$ cat config.mk
export PLATFORM = sky130hd
export DESIGN_NAME = slrc_channel
export DESIGN_NICKNAME = d
export VERILOG_FILES = /design/src/hw/rtl/slrc_pkg.sv /design/src/hw/rtl/slrc_channel.sv
export SDC_FILE = /design/constraint.sdc
export NUM_CORES = 1
export LEC_CHECK = 0
export ABC_AREA = 1
export BUFFER_PORTS_ARGS = -buffer_cell sky130_fd_sc_hd__buf_4
export CAP_MARGIN = 20
export CORE_MARGIN = 2
export CORE_UTILIZATION = 40
export DETAILED_ROUTE_END_ITERATION = 6
export PLACE_DENSITY_LB_ADDON = 0.08
export SLEW_MARGIN = 20
export SYNTH_ARGS = -nofsm -noshare
export SYNTH_HDL_FRONTEND = slang
export SYNTH_SLANG_ARGS = --single-unit
$ cat constraint.sdc
create_clock -name i_clk -period 7.2 [get_ports i_clk]
set_clock_uncertainty 0.2 [all_clocks]
set_input_delay 1.08 -clock i_clk [delete_from_list [all_inputs] [get_ports i_clk]]
set_output_delay 1.08 -clock i_clk [all_outputs]
set_load 0.05 [all_outputs]
$ cat src/hw/rtl/slrc_pkg.sv
// Shared widths, register indexes, reset values and pipeline types of the light ramp controller.
`default_nettype none

package slrc_pkg;

    localparam int TOD_W      = 17;  // time of day and sunrise/sunset, seconds
    localparam int RAMP_W     = 15;  // ramp length, seconds
    localparam int RATE_W     = 24;  // Q8.16 levels per second
    localparam int CFG_DATA_W = 24;
    localparam int CFG_IDX_W  = 3;
    localparam int T10_W      = 23;  // signed time in tenths of a second
    localparam int ELAPSED_W  = 19;  // tenths elapsed inside a ramp, at most ten ramp lengths
    localparam int FRAC_W     = 16;  // fraction bits of the rates

    localparam logic [CFG_IDX_W-1:0] CFG_SUNRISE    = 3'd0;
    localparam logic [CFG_IDX_W-1:0] CFG_SUNSET     = 3'd1;
    localparam logic [CFG_IDX_W-1:0] CFG_RAMP_LEN   = 3'd2;
    localparam logic [CFG_IDX_W-1:0] CFG_RED_RATE   = 3'd3;
    localparam logic [CFG_IDX_W-1:0] CFG_GREEN_RATE = 3'd4;
    localparam logic [CFG_IDX_W-1:0] CFG_BLUE_RATE  = 3'd5;

    localparam logic [TOD_W-1:0]  RST_SUNRISE    = 17'd25200;
    localparam logic [TOD_W-1:0]  RST_SUNSET     = 17'd72000;
    localparam logic [RAMP_W-1:0] RST_RAMP_LEN   = 15'd5400;
    localparam logic [RATE_W-1:0] RST_RED_RATE   = 24'd49700;
    localparam logic [RATE_W-1:0] RST_GREEN_RATE = 24'd62125;
    localparam logic [RATE_W-1:0] RST_BLUE_RATE  = 24'd82833;

    // Load enables of the arithmetic stages.
    typedef struct packed {
        logic load_s2;
        logic load_s3;
        logic load_s4;
    } t_stage_en;

    // Window decisions that travel alongside the levels.
    typedef struct packed {
        logic day_now;
        logic in_dawn;
        logic in_dusk;
        logic green_go;
        logic blue_go;
    } t_window;

endpackage

`default_nettype wire

$ cat src/hw/rtl/slrc_channel.sv
// One color channel: elapsed time times rate, scaled to a saturated level amount.
`default_nettype none

module slrc_channel
    import slrc_pkg::*;
#(
    parameter int LEVEL_BITS = 12
) (
    input  wire                     i_clk,
    input  wire t_stage_en          i_en,
    input  wire  [ELAPSED_W-1:0]    i_elapsed,
    input  wire  [RATE_W-1:0]       i_rate,
    output logic [LEVEL_BITS-1:0]   o_amount
);

    localparam int PROD_W = ELAPSED_W + RATE_W;
    localparam int HI_W   = PROD_W - FRAC_W;
    localparam int QMAX   = 10 * ((1 << LEVEL_BITS) - 1);
    localparam int QW     = $clog2(QMAX + 1);
    localparam int KSH    = QW + 4;
    localparam int MUL    = ((1 << KSH) + 9) / 10;
    localparam int MW     = KSH - 2;
    localparam int P2_W   = QW + MW;

    logic [ELAPSED_W-1:0]  r_elapsed;
    logic [QW-1:0]         r_q;
    logic [LEVEL_BITS-1:0] r_amount;

    logic [PROD_W-1:0] w_prod;
    logic [HI_W-1:0]   w_hi;
    logic [QW-1:0]     n_q;
    logic [P2_W-1:0]   w_prod2;

    // Whole tenths-of-a-level, clamped where the level would pass full scale.
    assign w_prod = r_elapsed * i_rate;
    assign w_hi   = w_prod[PROD_W-1:FRAC_W];
    assign n_q    = (w_hi > HI_W'(QMAX)) ? QW'(QMAX) : w_hi[QW-1:0];

    // Divide by ten through a reciprocal multiply; exact over the clamped range.
    assign w_prod2 = r_q * MW'(MUL);

    always_ff @(posedge i_clk) begin
        if (i_en.load_s2) begin
            r_elapsed <= i_elapsed;
        end
        if (i_en.load_s3) begin
            r_q <= n_q;
        end
        if (i_en.load_s4) begin
            r_amount <= w_prod2[KSH +: LEVEL_BITS];
        end
    end

    assign o_amount = r_amount;

endmodule

`default_nettype wire

==> summary.md <==
## Critical path
- source of the worst register-to-register timing path: r_elapsed[1]
- CP peak stage delay: 570 ps
- reg-to-reg endpoint: r_q[3]
- highest net fanout along the worst path: 11
- worst r2r path cells: 30
- category of the worst setup path launch point: input port
- Reg2Reg Setup Slack: 410 ps
- CP Data Required Time: 7080 ps
- cell at the slowest stage of the critical path: sky130_fd_sc_hd__fa_1
- Critical Setup Path Class: in2reg
- arrival time of data at the critical path endpoint: 6840 ps
- Worst setup EP type: flop

## Global route
- GR Util All Layers: 23.5%
- global route total overflow: 0
- wire length of the first global-routing pass: 104 mm
- pin count of the biggest net entering global routing: 25
- number of antenna violations at the first check in global routing: 0
- number of global-route vias before repair: 19500

## Floorplan
- chip height: 240 µm
- number of standard-cell rows in the floorplan: 86
- Die Outline Area: 0.0576 mm²
- area of the core: 0.0551 mm²
- Initial Util: 40.4%
- chip width: 240 µm
- count of boundary I/O pins: 59

## CTS
- register clock-pin slew on the reported worst setup and hold paths: 100 ps
- maximum level of the CTS H-tree: 2
- Root Driver: sky130_fd_sc_hd__clkbuf_16
- CTS tree: done
- Num CTS Buffers: 5
- Clk Latency, worst-skew pair: 350 ps
- clock sinks: 47
- CTS max path bufs: 2

## STA
- Worst slew margin: 41.8%
- final hold violations: 0
- Final Slew Violations: 0
- worst slack on hold paths: 696 ps
- final setup violation count: 0
- Least-Margin Pin Slew: 873 ps
- post-layout worst setup margin: 241 ps
- fin crit period: 6960 ps
- portion of the clock cycle consumed by the worst path in the final layout: 96.6%
- highest achievable clock rate: 144 MHz

## Synth
- list of most frequent post-synthesis cells: 922 x sky130_fd_sc_hd__inv_1, 760 x sky130_fd_sc_hd__nand2_1, 453 x sky130_fd_sc_hd__fa_1
- portion of synthesized cell area occupied by the leading cell type: 40.7%
- Synthesized Nets: 3630
- flop and latch count out of synthesis: 47
- dominant cell type by area after synthesis: sky130_fd_sc_hd__fa_1
- top_reg_cell synth: sky130_fd_sc_hd__edfxtp_1
- average footprint of a synthesized cell: 7.73 µm²
- synth top area cells: sky130_fd_sc_hd__fa_1 41%, sky130_fd_sc_hd__inv_1 16%, sky130_fd_sc_hd__ha_1 14%
- number of flops mapped to enable cells by yosys: 47
- leading cell type by number of instances after synthesis: sky130_fd_sc_hd__inv_1
- post-synthesis cell type count: 46
- Syn Inst Count: 2881
- cell area after technology mapping: 0.0223 mm²
- fraction of registers with async set or reset after synthesis: 0%
- register area share after synthesis: 6.33%
- synth warn: 0

## Finish
- post-layout net count: 3798
- Area growth, synth to finish: 14.2%
- fillers: 5663
- number of non-filler instances in the completed layout: 3798
- antenna diode count: 0
- fraction of layout instances using a drive strength above 1: 11.9%

## Route
- post-detailed-route via-to-cell ratio: 4.69
- remaining number of nets flagged by the antenna check after routing: 0
- total wire length: 63.2 mm
- number of design rule violations left after detail routing: 0
- 1st-iter DRT viols: 1024
- count of vias placed by the detailed router: 17800
- Initial DRT Pass Iterations: 6
- routed wire length per instance: 16.6 µm

## Hold path
- Hold Path Depth: 1
- path type of the worst min-delay path: in2reg
- Worst Hold Path EP: r_elapsed[12]
- hold path startpoint: i_elapsed[12]

## Place
- Routability Congestion: 0.916
- number of port buffers: 58
- Post-Place Worst Slack: -216 ps
- total placed cells including tap cells: 3786
- hpwl dp: 55.0 mm

## Job
- count of maximum capacitance violations: 0

## Outcome
- status: finished clean

-- what timing repair did --
item,4_1_cts,5_1_grt
buffers inserted,0,4
endpoints found under the setup margin,0,16
gates resized for setup,0,74
hold buffers,0,0
endpoints found under the hold margin,0,0
-- sequential cells by signal, indices dropped and copies added, names as in the netlist --
name       count
o_amount      12
r_elapsed     19
r_q           16
-- worst max-delay path, delay by kind of cell --
family                     cells  cell delay, ps
and+or+nand+nor               11            1100
adders and majority gates      7            3380
AOI/OAI and AO/OA              2             250
buffers and inverters         10             970
-- metrics by stage --
step / util, % / area, µm² / TNS, ps
detailed placement: 45.2 / 24900 / -3000
CTS: 45.5 / 25100 / 0
finish: 46.2 / 25400 / 0
global placement: 45.2 / 24900 / -2960
floorplan: - / 22300 / 0
global route: 46.2 / 25400 / -424
-- metal layers --
layer	vias to the layer above	routed length [µm]	GRT usage (%)
li1	8527	-	-
met3	72	2260	2.10
met5	-	0	0
met2	358	31100	41.4
met4	0	1730	6.57
met1	8843	28200	30.9
-- cell families (layout without fill, tap and decap cells) --
kind of cell / count (synthesis) / count (layout) / share of synthesized area [%]
simple gates: 980 / 980 / 17.9
flops: 47 / 47 / 6.33
fa+ha+maj: 702 / 702 / 54.7
buf+inv: 1013 / 1182 / 17.2
xor+xnor: 20 / 20 / 0.786
compound gates: 119 / 119 / 3.11
-- how the worst max path moves through the flow --
stage	start	endpoint	slack, ps	cells past startpoint
2_1_floorplan	i_rate[22]	r_q[10]	20	31
3_3_place_gp	i_rate[11]	r_q[1]	-220	27
3_5_place_dp	i_rate[9]	r_q[1]	-220	29
4_1_cts	i_rate[9]	r_q[15]	90	29
5_1_grt	i_rate[12]	r_q[3]	-40	30
6_report	i_rate[9]	r_q[3]	240	30
-- area by class of cell --
class,count,area (µm²),area share [%]
timing repair buffer,248,2080,8.19
inverter,926,3480,13.7
multi-input combinational,1821,17300,68.1
clock buffer,5,125,0.492
sequential,47,1410,5.55
clock inverter,3,71.3,0.280
tap,748,936,3.68
-- cell usage in the layout (no fill, tap or decap), drive strengths merged, types with 2 or more instances in the layout --
cell,n
xnor2,7
clkbuf,5
and2,2
a21o,4
nor2,105
edfxtp,47
o21a,5
o21ai,18
bufinv,2
nand3b,6
nand3,47
o21bai,16
a31oi,3
a21oi,66
inv,926
a221oi,2
nand4,14
nor3,12
nand2,787
nor4,6
xor2,13
ha,249
fa,453
buf,248
Power is not shown: default switching activity piles up to over one toggle a cycle in this logic, so the estimate is an artifact.
